## config.mk

```make
export PLATFORM = sky130hd
export DESIGN_NAME = i2c_master_bit_engine_top
export DESIGN_NICKNAME = d
export VERILOG_FILES = /design/src/i2cm_pkg.sv /design/src/i2cm_front.sv /design/src/i2cm_queue.sv /design/src/i2cm_back.sv /design/src/i2c_master_bit_engine_top.sv
export VERILOG_INCLUDE_DIRS = /design/src /design/src/src
export SDC_FILE = /design/constraint.sdc
export NUM_CORES = 1
export LEC_CHECK = 0
export BUFFER_PORTS_ARGS = -buffer_cell sky130_fd_sc_hd__buf_2
export CORE_ASPECT_RATIO = 0.8
export CORE_MARGIN = 1
export CORE_UTILIZATION = 25
export DETAILED_ROUTE_END_ITERATION = 8
export PLACE_DENSITY_LB_ADDON = 0.3
export SETUP_SLACK_MARGIN = 0.02
export SLEW_MARGIN = 30
export SYNTH_ARGS = -nofsm -noshare
export SYNTH_HDL_FRONTEND = slang
export SYNTH_SLANG_ARGS = --single-unit
```

## constraint.sdc

```tcl
create_clock -name clk -period 5.9 [get_ports clk]
set_input_delay 1.77 -clock clk [delete_from_list [all_inputs] [get_ports clk]]
set_output_delay 1.77 -clock clk [all_outputs]
set_load 0.05 [all_outputs]
```

## src/i2c_master_bit_engine_top_defines.svh

```systemverilog
// Assertion macros shared by the I2C master bit engine RTL.
// No dependencies; expects signals clk and rst_n in the using module.
`ifndef I2C_MASTER_BIT_ENGINE_TOP_DEFINES_SVH
`define I2C_MASTER_BIT_ENGINE_TOP_DEFINES_SVH

// Clocked check, held off while reset is asserted.
`define I2CM_ASSERT_CLK(label, prop, msg) \
  label: assert property (@(posedge clk) disable iff (!rst_n) prop) else $error(msg);

// Clocked check that also holds during reset.
`define I2CM_ASSERT_ALWAYS(label, prop, msg) \
  label: assert property (@(posedge clk) prop) else $error(msg);

`endif

```

## src/i2cm_pkg.sv

```systemverilog
// Shared types, codes and constants for the I2C master bit engine.
// No dependencies.
package i2cm_pkg;

  localparam int unsigned CFG_W     = 16;
  localparam int unsigned CFG_IDX_W = 1;

  localparam logic [CFG_IDX_W-1:0] CFG_HALF_PERIOD = 1'b0;
  localparam logic [CFG_IDX_W-1:0] CFG_ACK_TIMEOUT = 1'b1;

  localparam logic [CFG_W-1:0] HALF_PERIOD_RST = 16'd5;
  localparam logic [CFG_W-1:0] ACK_TIMEOUT_RST = 16'd250;

  localparam logic [2:0] OP_NONE  = 3'd0;
  localparam logic [2:0] OP_START = 3'd1;
  localparam logic [2:0] OP_STOP  = 3'd2;
  localparam logic [2:0] OP_WRITE = 3'd3;
  localparam logic [2:0] OP_WAIT  = 3'd4;
  localparam logic [2:0] OP_READ  = 3'd5;

  typedef enum logic [2:0] {
    CMD_NONE,
    CMD_START,
    CMD_STOP,
    CMD_WRITE,
    CMD_WAIT_ACK,
    CMD_READ
  } cmd_t;

  typedef enum logic [3:0] {
    PH_IDLE,
    PH_START_A,
    PH_START_B,
    PH_STOP,
    PH_WR_LOW,
    PH_WR_HIGH,
    PH_WA_HIGH,
    PH_WA_POLL,
    PH_RD_LOW,
    PH_RD_HIGH,
    PH_RA_LOW,
    PH_RA_HIGH
  } phase_t;

  typedef struct packed {
    logic [2:0] opcode;
    logic [7:0] data_byte;
    logic       send_ack;
    logic       sda_in;
  } in_item_t;

  typedef struct packed {
    logic       scl_level;
    logic       sda_level;
    logic       sda_drive_enable;
    logic       busy_res;
    logic       done_res;
    logic [7:0] read_data;
    logic       ack_failed;
  } out_item_t;

  typedef struct packed {
    cmd_t       cmd;
    logic [7:0] data_byte;
    logic       send_ack;
    logic       sda_in;
  } tick_t;

  localparam int unsigned QUEUE_DEPTH = 2;

endpackage

```

## src/i2cm_front.sv

```systemverilog
// Front end: accept ticks and decode the opcode into a command.
// Depends on i2cm_pkg.
module i2cm_front (
  input  logic              in_valid,
  output logic              in_ready,
  input  i2cm_pkg::in_item_t in_data,
  input  logic              q_full,
  output logic              q_push,
  output i2cm_pkg::tick_t   q_entry
);
  import i2cm_pkg::*;

  cmd_t cmd;

  always_comb begin
    unique case (in_data.opcode)
      OP_START: cmd = CMD_START;
      OP_STOP:  cmd = CMD_STOP;
      OP_WRITE: cmd = CMD_WRITE;
      OP_WAIT:  cmd = CMD_WAIT_ACK;
      OP_READ:  cmd = CMD_READ;
      default:  cmd = CMD_NONE;
    endcase
  end

  assign in_ready          = !q_full;
  assign q_push            = in_valid && !q_full;
  assign q_entry.cmd       = cmd;
  assign q_entry.data_byte = in_data.data_byte;
  assign q_entry.send_ack  = in_data.send_ack;
  assign q_entry.sda_in    = in_data.sda_in;

endmodule

```

## src/i2cm_queue.sv

```systemverilog
// Two-entry queue of decoded ticks between front and back end.
// Depends on i2cm_pkg and the assertion macro header.
`include "i2c_master_bit_engine_top_defines.svh"
module i2cm_queue (
  input  logic            clk,
  input  logic            rst_n,
  input  logic            push,
  input  i2cm_pkg::tick_t push_entry,
  output logic            full,
  output logic            q_valid,
  output i2cm_pkg::tick_t q_entry,
  input  logic            pop
);
  import i2cm_pkg::*;

  tick_t      mem_r [QUEUE_DEPTH];
  logic       wr_ptr_r, wr_ptr_nxt;
  logic       rd_ptr_r, rd_ptr_nxt;
  logic [1:0] count_r, count_nxt;
  logic       do_pop;

  assign full    = count_r[1];
  assign q_valid = (count_r != 2'd0);
  assign q_entry = mem_r[rd_ptr_r];
  assign do_pop  = pop && q_valid;

  always_comb begin
    wr_ptr_nxt = push ? !wr_ptr_r : wr_ptr_r;
    rd_ptr_nxt = do_pop ? !rd_ptr_r : rd_ptr_r;
    count_nxt  = count_r + {1'b0, push} - {1'b0, do_pop};
  end

  always_ff @(posedge clk) begin
    if (!rst_n) begin
      wr_ptr_r <= 1'b0;
      rd_ptr_r <= 1'b0;
      count_r  <= 2'd0;
    end else begin
      wr_ptr_r <= wr_ptr_nxt;
      rd_ptr_r <= rd_ptr_nxt;
      count_r  <= count_nxt;
    end
  end

  always_ff @(posedge clk) begin
    if (push) begin
      mem_r[wr_ptr_r] <= push_entry;
    end
  end

  `I2CM_ASSERT_CLK(a_count_range, count_r != 2'd3, "queue count out of range")
  `I2CM_ASSERT_CLK(a_no_overflow, full |-> !push, "push into full queue")
  `I2CM_ASSERT_CLK(a_ptr_gap, (count_r == 2'd1) |-> (wr_ptr_r != rd_ptr_r),
                   "queue pointers disagree with count")

endmodule

```

## src/i2cm_back.sv

```systemverilog
// Back end: bus phase sequencer, timing counters, config registers, result register.
// Depends on i2cm_pkg and the assertion macro header.
`include "i2c_master_bit_engine_top_defines.svh"
module i2cm_back (
  input  logic                        clk,
  input  logic                        rst_n,
  input  logic                        cfg_we,
  input  logic [i2cm_pkg::CFG_IDX_W-1:0] cfg_index,
  input  logic [i2cm_pkg::CFG_W-1:0]  cfg_wdata,
  input  logic                        q_valid,
  input  i2cm_pkg::tick_t             q_entry,
  output logic                        q_pop,
  output logic                        out_valid,
  input  logic                        out_ready,
  output i2cm_pkg::out_item_t         out_data
);
  import i2cm_pkg::*;

  logic [CFG_W-1:0] half_r, tmo_lim_r;
  phase_t           phase_r, phase_nxt;
  logic [15:0]      delay_r, delay_nxt;
  logic [3:0]       bit_idx_r, bit_idx_nxt;
  logic [7:0]       shift_r, shift_nxt;
  logic [15:0]      tmo_r, tmo_nxt;
  logic             ack_mode_r, ack_mode_nxt;
  logic             scl_r, scl_nxt;
  logic             sda_r, sda_nxt;
  logic             oe_r, oe_nxt;
  logic [7:0]       rx_r, rx_nxt;
  logic             fail_r, fail_nxt;
  logic             done_nxt;
  logic             out_valid_r;
  out_item_t        out_r;

  logic [15:0] half_eff;
  logic [15:0] delay_dec;
  logic        fire;
  logic [3:0]  bit_inc;
  logic [7:0]  rd_sample;
  logic        tmo_hit;

  assign half_eff  = (half_r == '0) ? 16'd1 : half_r;
  assign delay_dec = (delay_r != '0) ? delay_r - 16'd1 : 16'd0;
  assign fire      = (delay_dec == '0);
  assign bit_inc   = bit_idx_r + 4'd1;
  assign rd_sample = {shift_r[6:0], q_entry.sda_in};
  assign tmo_hit   = (tmo_r >= tmo_lim_r);

  // Take a tick whenever the result register is free or being drained.
  assign q_pop = q_valid && (!out_valid_r || out_ready);

  // Next phase
  always_comb begin
    phase_nxt = phase_r;
    unique case (phase_r)
      PH_IDLE: begin
        unique case (q_entry.cmd)
          CMD_START:    phase_nxt = PH_START_A;
          CMD_STOP:     phase_nxt = PH_STOP;
          CMD_WRITE:    phase_nxt = PH_WR_LOW;
          CMD_WAIT_ACK: phase_nxt = PH_WA_HIGH;
          CMD_READ:     phase_nxt = PH_RD_LOW;
          default:      phase_nxt = PH_IDLE;
        endcase
      end
      PH_WA_POLL: begin
        if (!q_entry.sda_in) begin
          phase_nxt = PH_IDLE;
        end else if (tmo_hit) begin
          phase_nxt = PH_STOP;
        end
      end
      PH_START_A: if (fire) phase_nxt = PH_START_B;
      PH_START_B: if (fire) phase_nxt = PH_IDLE;
      PH_STOP:    if (fire) phase_nxt = PH_IDLE;
      PH_WR_LOW:  if (fire) phase_nxt = PH_WR_HIGH;
      PH_WR_HIGH: if (fire) phase_nxt = bit_inc[3] ? PH_IDLE : PH_WR_LOW;
      PH_WA_HIGH: if (fire) phase_nxt = PH_WA_POLL;
      PH_RD_LOW:  if (fire) phase_nxt = PH_RD_HIGH;
      PH_RD_HIGH: if (fire) phase_nxt = bit_inc[3] ? PH_RA_LOW : PH_RD_LOW;
      PH_RA_LOW:  if (fire) phase_nxt = PH_RA_HIGH;
      PH_RA_HIGH: if (fire) phase_nxt = PH_IDLE;
      default:    phase_nxt = PH_IDLE;
    endcase
  end

  // Line levels, counters and flags
  always_comb begin
    delay_nxt    = delay_r;
    bit_idx_nxt  = bit_idx_r;
    shift_nxt    = shift_r;
    tmo_nxt      = tmo_r;
    ack_mode_nxt = ack_mode_r;
    scl_nxt      = scl_r;
    sda_nxt      = sda_r;
    oe_nxt       = oe_r;
    rx_nxt       = rx_r;
    fail_nxt     = fail_r;
    done_nxt     = 1'b0;
    unique case (phase_r)
      PH_IDLE: begin
        unique case (q_entry.cmd)
          CMD_START: begin
            {scl_nxt, sda_nxt, oe_nxt} = 3'b111;
            delay_nxt = half_eff;
          end
          CMD_STOP: begin
            {scl_nxt, sda_nxt, oe_nxt} = 3'b001;
            delay_nxt = half_eff;
          end
          CMD_WRITE: begin
            shift_nxt   = q_entry.data_byte;
            bit_idx_nxt = 4'd0;
            {scl_nxt, sda_nxt, oe_nxt} = {1'b0, q_entry.data_byte[7], 1'b1};
            delay_nxt = half_eff;
          end
          CMD_WAIT_ACK: begin
            tmo_nxt = 16'd0;
            {scl_nxt, sda_nxt, oe_nxt} = 3'b110;
            delay_nxt = half_eff;
          end
          CMD_READ: begin
            shift_nxt    = 8'd0;
            bit_idx_nxt  = 4'd0;
            ack_mode_nxt = q_entry.send_ack;
            {scl_nxt, sda_nxt, oe_nxt} = 3'b010;
            delay_nxt = half_eff;
          end
          default: ;
        endcase
      end
      PH_WA_POLL: begin
        if (!q_entry.sda_in) begin
          scl_nxt  = 1'b0;
          fail_nxt = 1'b0;
          done_nxt = 1'b1;
        end else if (tmo_hit) begin
          fail_nxt = 1'b1;
          {scl_nxt, sda_nxt, oe_nxt} = 3'b001;
          delay_nxt = half_eff;
        end else begin
          tmo_nxt = tmo_r + 16'd1;
        end
      end
      default: begin
        delay_nxt = delay_dec;
        if (fire) begin
          scl_nxt = 1'b1;
          unique case (phase_r)
            PH_START_A: begin
              sda_nxt   = 1'b0;
              delay_nxt = half_eff;
            end
            PH_START_B: begin
              scl_nxt  = 1'b0;
              done_nxt = 1'b1;
            end
            PH_STOP: begin
              {scl_nxt, sda_nxt, oe_nxt} = 3'b111;
              done_nxt = 1'b1;
            end
            PH_WR_HIGH: begin
              scl_nxt     = 1'b0;
              shift_nxt   = {shift_r[6:0], 1'b0};
              bit_idx_nxt = bit_inc;
              if (bit_inc[3]) begin
                done_nxt = 1'b1;
              end else begin
                sda_nxt   = shift_r[6];
                delay_nxt = half_eff;
              end
            end
            PH_RD_HIGH: begin
              scl_nxt     = 1'b0;
              shift_nxt   = rd_sample;
              bit_idx_nxt = bit_inc;
              delay_nxt   = half_eff;
              if (bit_inc[3]) begin
                rx_nxt = rd_sample;
                {scl_nxt, sda_nxt, oe_nxt} = {1'b0, !ack_mode_r, 1'b1};
              end
            end
            PH_RA_HIGH: begin
              scl_nxt  = 1'b0;
              done_nxt = 1'b1;
            end
            PH_WA_HIGH: ;
            default: delay_nxt = half_eff;
          endcase
        end
      end
    endcase
  end

  // Configuration registers
  always_ff @(posedge clk) begin
    if (!rst_n) begin
      half_r    <= HALF_PERIOD_RST;
      tmo_lim_r <= ACK_TIMEOUT_RST;
    end else if (cfg_we) begin
      unique case (cfg_index)
        CFG_HALF_PERIOD: half_r    <= cfg_wdata;
        CFG_ACK_TIMEOUT: tmo_lim_r <= cfg_wdata;
        default: ;
      endcase
    end
  end

  // Engine state, advanced once per consumed tick
  always_ff @(posedge clk) begin
    if (!rst_n) begin
      phase_r    <= PH_IDLE;
      delay_r    <= '0;
      bit_idx_r  <= '0;
      shift_r    <= '0;
      tmo_r      <= '0;
      ack_mode_r <= 1'b0;
      scl_r      <= 1'b1;
      sda_r      <= 1'b1;
      oe_r       <= 1'b1;
      rx_r       <= '0;
      fail_r     <= 1'b0;
    end else if (q_pop) begin
      phase_r    <= phase_nxt;
      delay_r    <= delay_nxt;
      bit_idx_r  <= bit_idx_nxt;
      shift_r    <= shift_nxt;
      tmo_r      <= tmo_nxt;
      ack_mode_r <= ack_mode_nxt;
      scl_r      <= scl_nxt;
      sda_r      <= sda_nxt;
      oe_r       <= oe_nxt;
      rx_r       <= rx_nxt;
      fail_r     <= fail_nxt;
    end
  end

  // Result register
  always_ff @(posedge clk) begin
    if (!rst_n) begin
      out_valid_r <= 1'b0;
    end else if (q_pop) begin
      out_valid_r <= 1'b1;
    end else if (out_ready) begin
      out_valid_r <= 1'b0;
    end
  end

  always_ff @(posedge clk) begin
    if (q_pop) begin
      out_r.scl_level        <= scl_nxt;
      out_r.sda_level        <= !oe_nxt || sda_nxt;
      out_r.sda_drive_enable <= oe_nxt;
      out_r.busy_res         <= (phase_nxt != PH_IDLE);
      out_r.done_res         <= done_nxt;
      out_r.read_data        <= rx_nxt;
      out_r.ack_failed       <= fail_nxt;
    end
  end

  assign out_valid = out_valid_r;
  assign out_data  = out_r;

  `I2CM_ASSERT_CLK(a_busy_tracks_phase, q_pop |=> (out_r.busy_res == (phase_r != PH_IDLE)),
                   "busy flag disagrees with phase")
  `I2CM_ASSERT_CLK(a_bit_index_bound, bit_idx_r[3] |-> (bit_idx_r[2:0] == 3'd0),
                   "bit index past eight")
  `I2CM_ASSERT_CLK(a_timed_delay_loaded,
                   (phase_r != PH_IDLE && phase_r != PH_WA_POLL) |-> (delay_r != '0),
                   "timed phase with empty delay count")
  `I2CM_ASSERT_CLK(a_release_phases,
                   !oe_r |-> (phase_r == PH_IDLE || phase_r == PH_WA_HIGH ||
                              phase_r == PH_WA_POLL || phase_r == PH_RD_LOW ||
                              phase_r == PH_RD_HIGH),
                   "SDA released outside ack wait or read")

endmodule

```

## src/i2c_master_bit_engine_top.sv

```systemverilog
// Top level of the I2C master bit engine: front decoder, tick queue, back-end sequencer.
// Depends on i2cm_pkg, i2cm_front, i2cm_queue and i2cm_back.
//
// Each request on the in_ channel is one timing tick: an optional command (start, stop,
// write byte, wait for acknowledge, read byte with ACK/NACK) plus the sampled SDA level.
// Every request yields exactly one result on the out_ channel carrying the SCL/SDA levels,
// SDA drive enable, busy, a one-tick done pulse, the last received byte and the
// acknowledge-failure flag, all as they stand after that tick. Commands that arrive while
// busy are dropped, as are opcodes 6 and 7. Rate: one request per clock cycle sustained
// while out_ready is high; each request passes the queue, then the result register. The
// front end decodes the opcode and pushes into a two-entry queue; the back end pops one
// tick per cycle into the bus sequencer, whose single result register is the only
// throughput limiter, and it drains every cycle that out_ready is high. in_ready drops
// only when the queue is full, i.e. after out_ready has been held low. Half-bit timing
// and ack timeout come from cfg_ registers (index 0: half period in ticks, zero acts as
// one; index 1: ack timeout in ticks); write them only while no command is in flight.
module i2c_master_bit_engine_top (
  input  logic                           clk,
  input  logic                           rst_n,
  input  logic                           in_valid,
  output logic                           in_ready,
  input  i2cm_pkg::in_item_t             in_data,
  output logic                           out_valid,
  input  logic                           out_ready,
  output i2cm_pkg::out_item_t            out_data,
  input  logic                           cfg_we,
  input  logic [i2cm_pkg::CFG_IDX_W-1:0] cfg_index,
  input  logic [i2cm_pkg::CFG_W-1:0]     cfg_wdata
);
  import i2cm_pkg::*;

  // Front-to-queue and queue-to-back handshakes
  logic  q_full;
  logic  q_push;
  tick_t push_entry;
  logic  q_valid;
  tick_t q_entry;
  logic  q_pop;

  // Decode the opcode; hold off new requests while the queue is full
  i2cm_front u_front (
    .in_valid (in_valid),
    .in_ready (in_ready),
    .in_data  (in_data),
    .q_full   (q_full),
    .q_push   (q_push),
    .q_entry  (push_entry)
  );

  // Absorb ticks while the result side stalls
  i2cm_queue u_queue (
    .clk        (clk),
    .rst_n      (rst_n),
    .push       (q_push),
    .push_entry (push_entry),
    .full       (q_full),
    .q_valid    (q_valid),
    .q_entry    (q_entry),
    .pop        (q_pop)
  );

  // Advance the bus sequencer one tick per popped entry and register its result
  i2cm_back u_back (
    .clk       (clk),
    .rst_n     (rst_n),
    .cfg_we    (cfg_we),
    .cfg_index (cfg_index),
    .cfg_wdata (cfg_wdata),
    .q_valid   (q_valid),
    .q_entry   (q_entry),
    .q_pop     (q_pop),
    .out_valid (out_valid),
    .out_ready (out_ready),
    .out_data  (out_data)
  );

endmodule
```

==> reports/qor.csv <==
metric,value,unit
post-route-period-util,60.6,%
io_buffers,50,
maxSlewHeadroom,39.3,%
worstHoldPathType,reg -> reg,
violations,design-rule violations,
hold_viol_final,0,
grt_antenna_before_repair,0,
drv_slew,0,
setup_viol,0,
boundaryPins,51,
synth_area_per_cell,9.07,sq um
firstDrtPassIters,6,
cts_resized,0,
ctsHoldBuffers,0,
fin_nets,891,
syn_area,7270,sq um
critPathMaxFanout,20,
wl_per_cell,14.9,um
clockRootBuffer,clkbuf_16,
place_ws,1.99,ns
grt_start_max_net_pins,66,
die_width,193,um
setup-tns-final,0,ns
drc_errors,6,
yosysSeqAreaShare,43.5,%
ys_async_sr_fraction,0,%
cp-end-kind,flip-flop,
syn_nets,859,
initial_utilization,25.6,%
slowest_stage,o221a_1,
drt_iter0_drc,409,
cts_tree,yes,
routed_wl,18100,um
fp.dieH,155,um
gp_congestion,0.800,
fin_crit,3.58,ns
clk-insertion-delay-late,0.43,ns
post-cts-setup-buffers,0,
path_cells,inv_1 > ha_1 > or3b_1 > nor4_4 > xnor2_1 > a31oi_4 > nor2_4 > o221a_1 > nor3_2 > a221o_1,
worst_pin_slew,0.907,ns
ys.flop_type,dfxtp_1,
clock_path_buffers,2,
finalWorstSetupSlack,2.32,ns
postRouteAntennaNets,0,
clk_pin_slew,0.07,ns
startpoint_type,flip-flop,
synth_edf_count,40,
worstPathRequired,6.21,ns
status,finished with violations,
grt_pass1_vias,5354,
place_hpwl,12900,um
vias_per_cell,4.78,
syn_inst,802,
slowest_delay,0.79,ns
drive_above_1_share,15.9,%
gr-total-overflow,0,
clkSinkCount,138,
core_area,28400,sq um
crit_type,reg -> reg,
fillers,3001,
num_rows,55,
grt.total_usage,12.6,%
numCtsBuffers,17,
vias,5823,
h-tree-depth,4,
ys_types,82,
areaGrowthSynthToFinish,15.8,%
antennaDiodeCount,0,
maxCapViolations,0,
worst_clock_skew,0.0165,ns
p_per_area,539,nW/um^2
rsz0062_at_grt,false,
grt_pass1_wl,29500,um
max_clock_freq,279,MHz
ir_drop,0.205,mV
p_leak,3.07,nW
ys_ff_latch,138,
yosys_warnings,0,
arrival,3.88,ns
die_area,29800,sq um
==> cells in the mapped netlist, drive strengths merged (7+ instances only) <==
| master | instances | area share [%] |
|---|---|---|
| nand2 | 105 | 5.4 |
| dfxtp | 98 | 27 |
| nor2 | 55 | 2.9 |
| o21ai | 51 | 3.6 |
| a21oi | 45 | 3.1 |
| edfxtp | 40 | 17 |
| nand3 | 39 | 2.9 |
| inv | 34 | 1.8 |
| clkbuf | 33 | 1.7 |
| a21boi | 30 | 3.1 |
| mux2i | 25 | 3.4 |
| ha | 22 | 3.8 |
| nor3 | 22 | 2.0 |
| xnor2 | 17 | 2.0 |
| nor2b | 14 | 1.2 |
| and2 | 11 | 0.95 |
| buf | 11 | 0.95 |
| mux2 | 11 | 1.7 |
| o211ai | 11 | 1.1 |
| nand4 | 10 | 0.86 |
| nor4 | 10 | 1.6 |
| o31ai | 10 | 1.0 |
| or3 | 10 | 1.0 |
| a31oi | 8 | 0.89 |
| and3 | 7 | 0.60 |
==> cell usage in the layout, fill, tap and decap left out, drive strengths merged, types with 4 or more instances in the layout <==
cell,n
buf,57
a21oi,45
a21o,6
a31oi,8
clkbuf,17
edfxtp,40
nand2,105
o21ai,51
a31o,6
a21boi,30
a211oi,5
o31ai,10
ha,22
and2,11
nor2,55
dfxtp,98
and4,6
inv,46
nand4,10
xnor2,17
nor4,10
mux2i,25
mux2,11
o211ai,11
nor3,22
or4,4
or3,10
clkinv,4
and3,7
nand3,39
xor2,5
nor2b,14
==> layer usage <==
layer	track usage [%]	share of wire, %	vias to the layer above
met5	0	0	-
met4	4.01	1.1	0
met3	2.61	4.4	16
met2	17.5	41	118
met1	19.1	53	2737
li1	-	-	2952
==> path summary, 6_finish.rpt <==
kind | endpoint | start | slack (ns) | cells after the start
worst max-delay path | u_back.delay_r[5]$_SDFFE_PN0P_ | u_back.delay_r[0]$_SDFFE_PN0P_ | 2.32 | 10
worst max register to register | u_back.delay_r[5]$_SDFFE_PN0P_ | u_back.delay_r[0]$_SDFFE_PN0P_ | 2.32 | 10
worst min-delay path | u_back.tmo_lim_r[13]$_SDFFE_PN0P_ | u_back.tmo_lim_r[13]$_SDFFE_PN0P_ | 0.47 | 2
worst min register to register | u_back.tmo_lim_r[13]$_SDFFE_PN0P_ | u_back.tmo_lim_r[13]$_SDFFE_PN0P_ | 0.47 | 2
==> area by class of cell <==
type	instances	area, sq um	area share [%]
Sequential cell	138	3160	37.5
Clock inverter	15	148	1.75
Multi-Input combinational cell	585	3790	45.0
Inverter	35	131	1.56
Timing Repair Buffer	57	303	3.59
Tap cell	370	463	5.49
Clock buffer	17	425	5.05
==> stage by stage <==
step	cell area, sq um	hold slack, ns	utilization [%]	power (mW)	std cells
after floorplan	7270	0.443	-	3.04	802
after global placement	7850	0.452	27.6	3.50	1185
after detailed placement	7850	0.466	27.6	3.50	1185
after CTS	8430	0.475	29.6	4.57	1217
after global routing	8430	0.496	29.6	4.85	1217
final	8430	0.470	29.6	4.54	1217
==> state kept, by name (all words and copies together) (netlist names), 7 cells and up, named ones only <==
name	flops
u_back.out_data	14
u_queue.mem_r	26
u_back.shift_r	7
u_back.rx_r	8
u_back.delay_r	16
u_back.half_r	16
u_back.tmo_r	16
u_back.tmo_lim_r	16
==> kinds of logic after synthesis <==
logic type / synth area share (%)
simple gates: 22.2
compound gates: 18.2
flops: 43.5
buf+inv: 4.47
mux: 5.14
xor+xnor: 2.65
fa+ha+maj: 3.78
==> critical path: cells and delay by family, from the launching register on <==
| kind | cells | cell delay [ns] |
|---|---|---|
| compound gates | 3 | 1.35 |
| xor+xnor | 1 | 0.21 |
| fa+ha+maj | 1 | 0.29 |
| buf+inv | 1 | 0.10 |
| flops | 1 | 0.37 |
| simple gates | 4 | 1.13 |
==> report_power, final <==
part | total, mW | internal, mW | switching [mW] | leakage, nW
sequential | 1.40 | 1.17 | 0.226 | 1.18
clock | 1.05 | 0.565 | 0.483 | 0.288
combinational | 2.09 | 0.748 | 1.34 | 1.61
No activity file was read; power rests on OpenSTA's default activity.
